[src/hdl/ikvt_pkg.sv]
package ikvt_pkg;

    localparam int POS_BITS = 16;
    localparam int FIELD_BITS = 16;

    typedef logic [POS_BITS-1:0] t_pos;
    typedef logic [FIELD_BITS-1:0] t_field;
    typedef logic [7:0] t_char;

    localparam t_pos POS_MAX = {POS_BITS{1'b1}};

    localparam t_char CH_NUL = 8'h00;
    localparam t_char CH_TAB = 8'h09;
    localparam t_char CH_LF = 8'h0A;
    localparam t_char CH_VT = 8'h0B;
    localparam t_char CH_FF = 8'h0C;
    localparam t_char CH_CR = 8'h0D;
    localparam t_char CH_SPACE = 8'h20;
    localparam t_char CH_SEMI = 8'h3B;
    localparam t_char CH_EQ = 8'h3D;
    localparam t_char CH_UNDER = 8'h5F;

    typedef enum logic [2:0] {
        MODE_JUNK,
        MODE_LINE_SKIP,
        MODE_KEY,
        MODE_BEFORE_EQ,
        MODE_AFTER_EQ,
        MODE_VALUE
    } t_mode;

    typedef struct packed {
        t_field key_start;
        t_field key_length;
        t_field value_start;
        t_field value_length;
        t_field value_trimmed_length;
    } t_result;

    function automatic logic is_blank(input t_char c);
        return (c == CH_SPACE) || (c == CH_TAB) || (c == CH_VT) || (c == CH_FF);
    endfunction

    function automatic logic is_eol(input t_char c);
        return (c == CH_CR) || (c == CH_LF);
    endfunction

    function automatic logic is_space(input t_char c);
        return is_blank(c) || is_eol(c);
    endfunction

    function automatic logic is_alpha(input t_char c);
        return (c == CH_UNDER) || ((c >= "A") && (c <= "Z")) || ((c >= "a") && (c <= "z"));
    endfunction

    function automatic logic is_digit(input t_char c);
        return (c >= "0") && (c <= "9");
    endfunction

    function automatic logic is_term(input t_char c);
        return (c == CH_NUL) || (c == CH_SEMI) || is_eol(c);
    endfunction

    function automatic t_pos sat_inc(input t_pos v);
        return (v == POS_MAX) ? v : t_pos'(v + t_pos'(1));
    endfunction

    function automatic t_field to_field(input t_pos v);
        return FIELD_BITS'(v);
    endfunction

    function automatic t_mode junk_mode(input t_char c);
        t_mode m;
        if ((c == CH_NUL) || is_space(c)) begin
            m = MODE_JUNK;
        end else if (is_alpha(c)) begin
            m = MODE_KEY;
        end else begin
            m = MODE_LINE_SKIP;
        end
        return m;
    endfunction

    function automatic t_mode skip_mode(input t_char c);
        return ((c == CH_NUL) || is_eol(c)) ? MODE_JUNK : MODE_LINE_SKIP;
    endfunction

endpackage

[src/hdl/ikvt_scan.sv]
module ikvt_scan (
    input  logic             i_clk,
    input  logic             i_rst_n,
    input  logic             i_step,
    input  ikvt_pkg::t_char  i_byte,
    output logic             o_emit,
    output ikvt_pkg::t_result o_result
);

    ikvt_pkg::t_mode r_mode;
    ikvt_pkg::t_mode n_mode;
    ikvt_pkg::t_pos  r_pos;
    ikvt_pkg::t_pos  r_key_start;
    ikvt_pkg::t_pos  r_key_len;
    ikvt_pkg::t_pos  r_val_start;
    ikvt_pkg::t_pos  r_val_len;
    ikvt_pkg::t_pos  r_trim_len;

    logic key_load;
    logic key_inc;
    logic val_load;
    logic val_inc;
    logic emit;

    always_comb begin
        n_mode = r_mode;
        unique case (r_mode)
            ikvt_pkg::MODE_KEY: begin
                if (ikvt_pkg::is_alpha(i_byte) || ikvt_pkg::is_digit(i_byte)) begin
                    n_mode = ikvt_pkg::MODE_KEY;
                end else if (ikvt_pkg::is_blank(i_byte)) begin
                    n_mode = ikvt_pkg::MODE_BEFORE_EQ;
                end else if (i_byte == ikvt_pkg::CH_EQ) begin
                    n_mode = ikvt_pkg::MODE_AFTER_EQ;
                end else begin
                    n_mode = ikvt_pkg::skip_mode(i_byte);
                end
            end
            ikvt_pkg::MODE_BEFORE_EQ: begin
                if (ikvt_pkg::is_blank(i_byte)) begin
                    n_mode = ikvt_pkg::MODE_BEFORE_EQ;
                end else if (i_byte == ikvt_pkg::CH_EQ) begin
                    n_mode = ikvt_pkg::MODE_AFTER_EQ;
                end else begin
                    n_mode = ikvt_pkg::skip_mode(i_byte);
                end
            end
            ikvt_pkg::MODE_AFTER_EQ: begin
                if (ikvt_pkg::is_blank(i_byte)) begin
                    n_mode = ikvt_pkg::MODE_AFTER_EQ;
                end else if (ikvt_pkg::is_term(i_byte)) begin
                    n_mode = ikvt_pkg::junk_mode(i_byte);
                end else begin
                    n_mode = ikvt_pkg::MODE_VALUE;
                end
            end
            ikvt_pkg::MODE_VALUE: begin
                if (ikvt_pkg::is_term(i_byte)) begin
                    n_mode = ikvt_pkg::junk_mode(i_byte);
                end else begin
                    n_mode = ikvt_pkg::MODE_VALUE;
                end
            end
            ikvt_pkg::MODE_LINE_SKIP: begin
                n_mode = ikvt_pkg::skip_mode(i_byte);
            end
            default: begin
                n_mode = ikvt_pkg::junk_mode(i_byte);
            end
        endcase
        if (i_byte == ikvt_pkg::CH_NUL) begin
            n_mode = ikvt_pkg::MODE_JUNK;
        end
    end

    always_comb begin
        key_load = 1'b0;
        key_inc  = 1'b0;
        val_load = 1'b0;
        val_inc  = 1'b0;
        emit     = 1'b0;
        unique case (r_mode)
            ikvt_pkg::MODE_KEY: begin
                key_inc = ikvt_pkg::is_alpha(i_byte) || ikvt_pkg::is_digit(i_byte);
            end
            ikvt_pkg::MODE_AFTER_EQ: begin
                val_load = !ikvt_pkg::is_blank(i_byte) && !ikvt_pkg::is_term(i_byte);
            end
            ikvt_pkg::MODE_VALUE: begin
                emit    = ikvt_pkg::is_term(i_byte);
                val_inc = !ikvt_pkg::is_term(i_byte);
            end
            ikvt_pkg::MODE_BEFORE_EQ, ikvt_pkg::MODE_LINE_SKIP: begin
                key_load = 1'b0;
            end
            default: begin
                key_load = ikvt_pkg::is_alpha(i_byte);
            end
        endcase
    end

    always_ff @(posedge i_clk) begin
        if (!i_rst_n) begin
            r_mode <= ikvt_pkg::MODE_JUNK;
            r_pos  <= '0;
        end else if (i_step) begin
            r_mode <= n_mode;
            r_pos  <= (i_byte == ikvt_pkg::CH_NUL) ? '0 : ikvt_pkg::sat_inc(r_pos);
        end
    end

    always_ff @(posedge i_clk) begin
        if (i_step) begin
            if (key_load) begin
                r_key_start <= r_pos;
                r_key_len   <= ikvt_pkg::t_pos'(1);
            end else if (key_inc) begin
                r_key_len <= ikvt_pkg::sat_inc(r_key_len);
            end
            if (val_load) begin
                r_val_start <= r_pos;
                r_val_len   <= ikvt_pkg::t_pos'(1);
                r_trim_len  <= ikvt_pkg::t_pos'(1);
            end else if (val_inc) begin
                r_val_len <= ikvt_pkg::sat_inc(r_val_len);
                if (!ikvt_pkg::is_space(i_byte)) begin
                    r_trim_len <= ikvt_pkg::sat_inc(r_val_len);
                end
            end
        end
    end

    assign o_emit = emit;
    assign o_result.key_start = ikvt_pkg::to_field(r_key_start);
    assign o_result.key_length = ikvt_pkg::to_field(r_key_len);
    assign o_result.value_start = ikvt_pkg::to_field(r_val_start);
    assign o_result.value_length = ikvt_pkg::to_field(r_val_len);
    assign o_result.value_trimmed_length = ikvt_pkg::to_field(r_trim_len);

endmodule

[src/hdl/ikvt_out_reg.sv]
module ikvt_out_reg (
    input  logic              i_clk,
    input  logic              i_rst_n,
    input  logic              i_load,
    input  ikvt_pkg::t_result i_result,
    output logic              o_room,
    output logic              o_valid,
    input  logic              i_ready,
    output ikvt_pkg::t_result o_result
);

    logic              r_valid;
    ikvt_pkg::t_result r_result;

    assign o_room = !r_valid || i_ready;

    always_ff @(posedge i_clk) begin
        if (!i_rst_n) begin
            r_valid <= 1'b0;
        end else if (o_room) begin
            r_valid <= i_load;
        end
    end

    always_ff @(posedge i_clk) begin
        if (o_room && i_load) begin
            r_result <= i_result;
        end
    end

    assign o_valid  = r_valid;
    assign o_result = r_result;

endmodule

[src/hdl/ini_key_value_tokenizer.sv]
// A result enters the result register as the byte ending its value leaves the input register.
// Throughput: one byte per cycle; the input register and the result register are
// the only stages, and a byte waits in the input register only while it ends a value
// and the result register still holds an untaken result.
// Reset: synchronous and active low; the scanner returns to skipping and the offset to zero.
module ini_key_value_tokenizer (
    input  logic        i_clk,
    input  logic        i_rst_n,
    input  logic        i_valid,
    output logic        o_ready,
    input  logic [7:0]  i_text_byte,
    output logic        o_valid,
    input  logic        i_ready,
    output logic [15:0] o_key_start,
    output logic [15:0] o_key_length,
    output logic [15:0] o_value_start,
    output logic [15:0] o_value_length,
    output logic [15:0] o_value_trimmed_length
);

    logic              r_in_valid;
    ikvt_pkg::t_char   r_in_byte;
    logic              step;
    logic              emit;
    logic              room;
    ikvt_pkg::t_result scan_result;
    ikvt_pkg::t_result out_result;

    assign step    = r_in_valid && (room || !emit);
    assign o_ready = !r_in_valid || step;

    always_ff @(posedge i_clk) begin
        if (!i_rst_n) begin
            r_in_valid <= 1'b0;
        end else if (o_ready) begin
            r_in_valid <= i_valid;
        end
    end

    always_ff @(posedge i_clk) begin
        if (o_ready && i_valid) begin
            r_in_byte <= i_text_byte;
        end
    end

    ikvt_scan u_scan (
        .i_clk    (i_clk),
        .i_rst_n  (i_rst_n),
        .i_step   (step),
        .i_byte   (r_in_byte),
        .o_emit   (emit),
        .o_result (scan_result)
    );

    ikvt_out_reg u_out_reg (
        .i_clk    (i_clk),
        .i_rst_n  (i_rst_n),
        .i_load   (r_in_valid && emit),
        .i_result (scan_result),
        .o_room   (room),
        .o_valid  (o_valid),
        .i_ready  (i_ready),
        .o_result (out_result)
    );

    assign o_key_start            = 16'(out_result.key_start);
    assign o_key_length           = 16'(out_result.key_length);
    assign o_value_start          = 16'(out_result.value_start);
    assign o_value_length         = 16'(out_result.value_length);
    assign o_value_trimmed_length = 16'(out_result.value_trimmed_length);

endmodule

[config.mk]
export PLATFORM = sky130hd
export DESIGN_NAME = ini_key_value_tokenizer
export DESIGN_NICKNAME = d
export VERILOG_FILES = /design/src/hdl/ikvt_pkg.sv /design/src/hdl/ikvt_scan.sv /design/src/hdl/ikvt_out_reg.sv /design/src/hdl/ini_key_value_tokenizer.sv
export SDC_FILE = /design/constraint.sdc
export NUM_CORES = 1
export LEC_CHECK = 0
export BUFFER_PORTS_ARGS = -buffer_cell sky130_fd_sc_hd__buf_2
export CAP_MARGIN = 20
export CORE_ASPECT_RATIO = 1.2
export CORE_MARGIN = 2
export CORE_UTILIZATION = 62
export DETAILED_ROUTE_END_ITERATION = 10
export PLACE_DENSITY = 0.85
export SYNTH_ARGS = -nofsm -noshare
export SYNTH_HDL_FRONTEND = slang
export SYNTH_HIERARCHICAL = 1
export SYNTH_SLANG_ARGS = --single-unit
[constraint.sdc]
create_clock -name i_clk -period 11.95 [get_ports i_clk]
set_clock_uncertainty 0.05 [all_clocks]
set_input_delay 2.39 -clock i_clk [delete_from_list [all_inputs] [get_ports i_clk]]
set_output_delay 2.39 -clock i_clk [all_outputs]
set_load 0.02 [all_outputs]
Word level (Yosys, flattened, before mapping). Cells that the tools add are included.

Flip-flop bits (word level): 189. Bits of input ports: 12. Output and inout port bits: 82. Word-level logic and storage cells: 105.

$add $sub $neg: 3. Magnitude comparators: 6. Eq/ne operators: 20. Muxes and demuxes: 23. Reductions and logical operators: 38.

Operators with widths (number): 2-to-1 mux 16 bit (8); adder 16 x 1 -> 16 bit (second input constant) (3); == test 16 bit (second input constant) (3); == test 8 x 4 -> 1 bit (second input constant) (5); == test 8 x 6 -> 1 bit (second input constant) (3); 2-to-1 mux 3 bit (7); >= comparator 8 x 7 -> 1 bit (second input constant) (2); less-or-equal comparator 8 x 7 -> 1 bit (second input constant) (2); logical OR 1 bit (15); one-hot mux 3 bit (5 select lines) (1); == test 8 x 7 -> 1 bit (second input constant) (1); >= comparator 8 x 6 -> 1 bit (second input constant) (1); less-or-equal comparator 8 x 6 -> 1 bit (second input constant) (1); logical AND 1 bit (8); logical NOT 8 bit (1); AND reduction 2 bit (4); == test 3 x 2 -> 1 bit (second input constant) (2); == test 3 bit (second input constant) (2); 2-to-1 mux 1 bit (6); inequality test 2 x 1 -> 1 bit (second input constant) (3); AND reduction 3 bit (2); logical NOT 1 bit (5); OR reduction 5 bit (1); nonzero test 2 bit (2); other kinds (2) (2).

Longest topological paths before layout. Gate-level depths: netlist (run 1).

Word-level depth: 11. Depth in mapped cells: 12. Mapped depth without buffers: 10.

By module. The synthesis (run 1) kept the hierarchy.

By module, submodules not included: ikvt_scan (instances 1, cells an instance 374, area each 4491.8 um^2, sequential area each 2782.7 um^2); ikvt_out_reg (instances 1, cells an instance 85, area each 2459.9 um^2, sequential area each 2422.3 um^2); ini_key_value_tokenizer (instances 1, cells an instance 16, area each 324.1 um^2, sequential area each 260.2 um^2).

Worst setup path before layout (run 1). OpenSTA, ideal clock, no wires.

Path kind: input port to flip-flop. Start point: in i_ready. End point: reg u_scan.r_key_len[0] (enable). Setup time: 373 ps. Arrival time: 4862 ps. Data required time: 11527 ps. Slack: 6665 ps. Stages: 6. Buffers on the path: 0. Path through: nand2b_4 > inv_1 > a21boi_1 > inv_1 > nor3_1 > a41o_1.

Word-level cells in the longest chain between the ends: 4.

Ends and longest elaborated chain: start: declaration (RTL line ini_key_value_tokenizer.sv:13) `input logic i_ready,`; logical OR 1 bit (RTL line ikvt_out_reg.sv:15) `assign o_room = !r_valid || i_ready;`; logical OR 1 bit (RTL line ini_key_value_tokenizer.sv:29) `assign step = r_in_valid && (room || !emit);`; logical AND 1 bit (RTL line ini_key_value_tokenizer.sv:29); net step (RTL line ini_key_value_tokenizer.sv:23) `logic step;`; AND reduction 3 bit (no source line); end signal: assignment (RTL line ikvt_scan.sv:116) `r_key_len <= ikvt_pkg::t_pos'(1);`; end signal: assignment (RTL line ikvt_scan.sv:118) `r_key_len <= ikvt_pkg::sat_inc(r_key_len);`; end: declaration (RTL line ikvt_scan.sv:14) `ikvt_pkg::t_pos r_key_len;`.

The timed path passes the listed nets, and every way through them passes these cells. A chain may end at the register's enable or synchronous reset.

Worst setup path in the final report (run 1).
Start point: in i_ready. End point: out o_ready.

Word-level cells in the longest chain between the ends: 4.

Ends and longest elaborated chain: logical OR 1 bit (RTL line ikvt_out_reg.sv:15); net room (RTL line ini_key_value_tokenizer.sv:25) `logic room;`; logical OR 1 bit (RTL line ini_key_value_tokenizer.sv:29); logical AND 1 bit (RTL line ini_key_value_tokenizer.sv:29); logical OR 1 bit (RTL line ini_key_value_tokenizer.sv:30) `assign o_ready = !r_in_valid || step;`; end: declaration (RTL line ini_key_value_tokenizer.sv:10) `output logic o_ready,`.

The timed path passes the listed nets, and every way through them passes these cells.

==> results of run 1 <==
## cells in the mapped netlist, drive strengths merged (4+ instances only)
cell type	count	area [um2]
a21boi	5	45.0
nor2b	5	31.3
xor2	18	158
and2	7	48.8
o21ai	10	50.1
nand2b	4	40.0
buf	7	43.8
clkbuf	6	22.5
edfxtp	168	5040
and3	6	37.5
dfxtp	21	420
nand3	21	105
or3	5	31.3
nor2	50	195
nor3	16	113
nand2	23	88.8
xnor2	19	166
and4	8	70.1
a21oi	14	73.8
inv	9	33.8
nand4	11	68.8
## power by group
part	switching (uW)	internal (uW)
logic	15.0	10.5
clock network	230	308
registers	8.60	717
total	254	1040
## layout by cell type, fill, tap and decap left out, drive strengths merged, types with 2 or more instances in the layout
cell,count
nand2,23
and2,7
dfxtp,21
clkinvlp,2
and4b,2
xor2,18
nor2,50
a41o,2
nand3,21
nand2b,4
a311oi,2
bufinv,2
a21boi,5
buf,98
edfxtp,168
nor2b,5
nand4,11
clkbuf,18
xnor2,19
nand3b,3
and4,8
clkinv,5
a22oi,2
or4,3
ha,3
a211oi,2
a21oi,14
nor3,16
or3,5
o211ai,2
nor4,3
and3,6
inv,13
nand4b,2
o21ai,10
## per-layer routing
layer	vias to the layer above	GRT usage, %	part of all wire [%]
met5	-	0	0
met3	27	5.87	4.8
met4	0	7.73	1.8
li1	2007	-	-
met1	2028	24.8	41
met2	143	33.3	53
## final cells by class
type	instances	area [um2]	area share, %
repair buffers	98	503	5.93
flip-flops and latches	189	5470	64.4
clock buffers	18	429	5.06
multi-input cells	264	1720	20.3
clock inverters	13	140	1.65
well taps	157	196	2.31
inverters	9	33.8	0.398
## logic make-up after synthesis
logic type	after synthesis
adders and majority gates	3
buffers and inverters	22
AOI/OAI and AO/OA	48
DFF	189
muxes	1
and+or+nand+nor	175
xor gates and xnor gates	37
## through the flow
| step | hold WS (ns) | utilization, % | std cells | power (uW) |
|---|---|---|---|---|
| 2_1_floorplan | 0.350 | - | 475 | 757 |
| 3_3_place_gp | 0.351 | 68.8 | 717 | 763 |
| 3_5_place_dp | 0.355 | 68.8 | 717 | 765 |
| 4_1_cts | 0.369 | 73.7 | 748 | 1300 |
| 5_1_grt | 0.375 | 73.7 | 748 | 1330 |
| 6_report | 0.362 | 73.7 | 748 | 1290 |
## sequential cells by signal (all words and copies together) (netlist names)
name / count
r_in_byte: 8
u_scan/r_key_len: 16
u_scan/r_val_len: 16
u_scan/r_mode: 3
u_out_reg/o_valid: 1
u_scan/r_pos: 16
u_out_reg/o_result: 80
u_scan/r_key_start: 16
u_scan/r_trim_len: 16
r_in_valid: 1
u_scan/r_val_start: 16
## critical path, delay by kind of cell
kind,cells,cell delay (ns)
buf+inv,2,0.29
simple gates,2,0.31
## final timing paths
path / start / to / slack (ns)
worst max-delay path: i_ready / o_ready / 6.52
worst max register to register: r_in_byte[1] / u_scan/r_pos[3] / 8.26
worst min register to register: u_scan/r_trim_len[0] / u_out_reg/o_result[0] / 0.36
worst min-delay path: u_scan/r_trim_len[0] / u_out_reg/o_result[0] / 0.36
==> results.json, run 1 <==
{
  "timing.critical_path.cells": "buf_2, nand2b_4, nand3b_4, buf_2",
  "clock_tree.htree_level_count": 4,
  "post_cts_resized": 0,
  "timing.critical_path.to_type": "primary output",
  "drt_wl_total_mm": 12.1,
  "preCtsSetupSlack_ns": 6.52,
  "yosys.area_share.simple_pct": 13.9,
  "power.static_leakage_uw": 0.00306,
  "synth-seq-area-share_pct": 75.1,
  "grt_antenna_before_repair": 0,
  "post-route-worst-setup-slack_ns": 6.52,
  "gp_congestion": 0.831,
  "worst-r2r-cell-count": 10,
  "detail_route.first_pass.iterations": 5,
  "run_status": "complete, no violations",
  "wire_per_inst_um": 16.1,
  "area_growth_pct": 16.7,
  "post-dp-hpwl_mm": 7.66,
  "n_antenna_cell": 0,
  "die_height_um": 123,
  "critical-path-top-cell-by-count": "sky130_fd_sc_hd__buf_2",
  "synth-adder-area-share_pct": 0.516,
  "vias": 4205,
  "detail_route.iter0.violations": 268,
  "timing.final.crit_period_ns": 5.43,
  "worst_setup_hold_path_clk_slew_ns": 0.06,
  "cp.arrival_ns": 2.99,
  "worstMarginPinSlew_ns": 1.03,
  "placed_cell_area_um2": 7920,
  "setup_repair_after_global_routing_missed_its_margin": "no",
  "avgSynthCellArea_um2": 15.3,
  "data_required_time_of_the_worst_path_ns": 9.51,
  "async_reset_ff_share_pct": 0,
  "avgViaCountPerCell": 5.62,
  "synth-xor-area-share_pct": 4.45,
  "cts_post_setup_buffers_inserted": 0,
  "synth_edf_count": 168,
  "synth-seq-cells": 189,
  "synth_cells": 475,
  "num-nets-final": 594,
  "floorplan.initialDensity_pct": 63.2,
  "vias_in_the_first_global_route": 3958,
  "setup.worst_path.start_class": "input port",
  "timing.critical_path.slowest_stage_cell": "sky130_fd_sc_hd__buf_2",
  "place.port_buffers": 93,
  "globalRouteOverflowTotal": 0,
  "design.die.area_um2": 12600,
  "post-route-period-util_pct": 45.4,
  "max_freq_mhz": 184,
  "max_cap_viol_count": 0,
  "ctsHoldBuffers": 0,
  "finalSetupTns_ns": 0,
  "holdPathStages": 0,
  "pwr_density_cell_nw_per_um2": 152,
  "top_level_ports": 94,
  "drive_gt1_share_pct": 25.0,
  "cpPeakStageDelay_ns": 0.19,
  "clock_sink_count": 189,
  "core_region_area_um2": 11500,
  "worstSkewPairLatency_ns": 0.42,
  "tritoncts": "done",
  "rows": 43,
  "hold_violations": 0,
  "ant_nets": 0,
  "netlist_area_um2": 7280,
  "synth_top_family_by_area": "simple AND/OR/NAND/NOR gates",
  "path_max_fanout": 4,
  "fillers": 756,
  "worstHoldPathType": "flip-flop to flip-flop",
  "complex_gate_fraction_of_the_synthesized_area_pct": 4.52,
  "drc": 0,
  "worst-setup-path-type": "input port to primary output",
  "yosysWarnings": 6,
  "ir_drop_mv": 0.110,
  "timing.slew.headroom_pct": 31.6,
  "cts.root.buffer_cell": "sky130_fd_sc_hd__clkbuf_16",
  "tritoncts.num_buffers": 17,
  "final_cell_area_um2": 8490,
  "groute.usage.overall_pct": 20.0,
  "synth_ff_type": "sky130_fd_sc_hd__edfxtp_1",
  "grt_start_max_net_pins": 81,
  "die_width_um": 103,
  "yosysUniqueCellTypes": 62,
  "grt_pass1_wl_mm": 19.0,
  "report.final.setup_viol": 0,
  "cts-root-to-sink-buffers": 2,
  "multiplexer_share_of_the_synthesized_area_pct": 0.138,
  "synthesis.nets": 490,
  "slew_violations": 0
}
(Power assumes the default switching activity.)
==> inputs of run 2 (changes only) <==
--- a/config.mk
+++ b/config.mk
@@ -9,9 +9,9 @@
 export CAP_MARGIN = 20
 export CORE_ASPECT_RATIO = 1.2
 export CORE_MARGIN = 2
-export CORE_UTILIZATION = 62
+export CORE_UTILIZATION = 57
 export DETAILED_ROUTE_END_ITERATION = 10
-export PLACE_DENSITY = 0.85
+export PLACE_DENSITY = 0.79
 export SYNTH_ARGS = -nofsm -noshare
 export SYNTH_HDL_FRONTEND = slang
 export SYNTH_HIERARCHICAL = 1
==> constraint.sdc (replaced) <==
create_clock -name i_clk -period 5.6 [get_ports i_clk]
set_clock_uncertainty 0.05 [all_clocks]
set_input_delay 1.12 -clock i_clk [delete_from_list [all_inputs] [get_ports i_clk]]
set_output_delay 1.12 -clock i_clk [all_outputs]
set_load 0.02 [all_outputs]
==> results.json, run 2 (synthesized netlist as in run 1, its figures left out) <==
{
  "cp.arrival_ns": 2.69,
  "vias_in_the_first_global_route": 3975,
  "power.net_switching_uw": 578,
  "p_int_uw": 2190,
  "drt_wl_total_mm": 12.3,
  "most_common_library_cell_in_the_layout_ignoring_fill_and_taps": "sky130_fd_sc_hd__edfxtp_1",
  "detail_route.first_pass.iterations": 5,
  "totalPowerFinal_uw": 2770,
  "layoutNonFillerInstCount": 756,
  "rows": 45,
  "die_height_um": 128,
  "path_max_fanout": 14,
  "largest_register_ff_count": 80,
  "placed_cell_area_um2": 7930,
  "final_cell_mix": "sky130_fd_sc_hd__edfxtp_1, sky130_fd_sc_hd__buf_2, sky130_fd_sc_hd__nor2_1",
  "core_region_area_um2": 12600,
  "avgViaCountPerCell": 5.52,
  "clock_sink_count": 189,
  "slew_violations": 0,
  "worstMarginPinSlew_ns": 1.02,
  "worst-setup-path-type": "flip-flop to primary output",
  "cts-root-to-sink-buffers": 2,
  "gp_congestion": 0.814,
  "drc": 0,
  "worstHoldPathType": "flip-flop to flip-flop",
  "final_cell_area_um2": 8520,
  "area_growth_pct": 17.1,
  "die_width_um": 107,
  "pwr_density_cell_nw_per_um2": 325,
  "max_freq_mhz": 259,
  "placed_cells_incl_taps": 724,
  "num-nets-final": 594,
  "power_frac_clock_pct": 42.2,
  "tritoncts": "done",
  "report.final.setup_viol": 0,
  "n_antenna_cell": 0,
  "timing.critical_path.to_type": "primary output",
  "power.static_leakage_uw": 0.00307,
  "max_cap_viol_count": 0,
  "grt_pass1_wl_mm": 19.7,
  "timing.slew.headroom_pct": 32.1,
  "post-route-period-util_pct": 68.9,
  "finalSetupTns_ns": 0,
  "design.die.area_um2": 13700,
  "clock_tree.htree_level_count": 4,
  "power_frac_seq_pct": 55.9,
  "grt_antenna_before_repair": 0,
  "data_required_time_of_the_worst_path_ns": 4.43,
  "timing.final.crit_period_ns": 3.86,
  "worstSkewPairLatency_ns": 0.42,
  "share_comb_of_total_power_pct": 2.0,
  "groute.usage.overall_pct": 18.8,
  "place.port_buffers": 93,
  "final_core_density_pct": 67.9,
  "worst_setup_hold_path_clk_slew_ns": 0.07,
  "cts.root.buffer_cell": "sky130_fd_sc_hd__clkbuf_16",
  "ant_nets": 0,
  "wire_per_inst_um": 16.3,
  "detail_route.iter0.violations": 300,
  "post-dp-hpwl_mm": 7.72,
  "drive_gt1_share_pct": 25.7,
  "vias": 4176,
  "tritoncts.num_buffers": 17,
  "post_cts_resized": 0,
  "setup_repair_after_global_routing_missed_its_margin": "no",
  "ctsHoldBuffers": 0,
  "setup.worst_path.start_class": "flip-flop",
  "floorplan.initialDensity_pct": 57.9,
  "ir_drop_mv": 0.262,
  "run_status": "complete, no violations",
  "grt_start_max_net_pins": 81,
  "fillers": 802,
  "hold_violations": 0,
  "cts_post_setup_buffers_inserted": 0,
  "globalRouteOverflowTotal": 0,
  "power_switching_share_pct": 20.9,
  "top_level_ports": 94
}
## run 2: stage by stage
step | setup WS [ns] | hold slack, ns
global route | 1.61 | 0.373
CTS | 1.73 | 0.366
detailed placement | 2.05 | 0.355
finish | 1.74 | 0.365
floorplan | 1.57 | 0.350
global placement | 2.16 | 0.351
## run 2: power by group through the flow
stage / Combinational (uW) / Clock, uW / Sequential [uW]
floorplan: 49.1 / 0 / 1570
global placement: 51.7 / 0 / 1580
detailed placement: 53.8 / 0 / 1580
CTS: 54.2 / 1190 / 1550
global route: 60.2 / 1250 / 1550
finish: 54.6 / 1170 / 1550
## run 2: final cells by class
class	instances	area, um2	area share, %
flip-flops and latches	189	5470	64.1
repair buffers	98	507	5.95
multi-input cells	264	1720	20.2
clock buffers	18	439	5.15
inverters	9	33.8	0.396
well taps	164	205	2.41
clock inverters	14	153	1.79
## run 2: routing by layer
layer	global-route usage, %	wire [um]	vias to the layer above
met3	4.68	615	12
met2	31.5	6420	129
met4	7.18	114	0
met1	23.8	5150	2019
li1	-	-	2016
met5	0	0	-
## run 2: worst paths after layout
path	startpoint	endpoint	slack, ns	depth (start not counted)
worst max register to register	r_in_byte[1]	u_scan/r_pos[3]	1.98	10
worst min-delay path	u_scan/r_key_start[1]	u_out_reg/o_result[65]	0.37	0
worst min register to register	u_scan/r_key_start[1]	u_out_reg/o_result[65]	0.37	0
worst max-delay path	r_in_byte[1]	o_ready	1.74	6
## run 2: critical path, stage by stage, from the launching register on
cell                       delay [ns]
sky130_fd_sc_hd__edfxtp_1        0.55
sky130_fd_sc_hd__or4_4           0.59
sky130_fd_sc_hd__nand2b_4        0.19
sky130_fd_sc_hd__nand3b_1        0.12
sky130_fd_sc_hd__nor3b_1         0.49
sky130_fd_sc_hd__nand3b_4        0.14
sky130_fd_sc_hd__buf_2           0.19
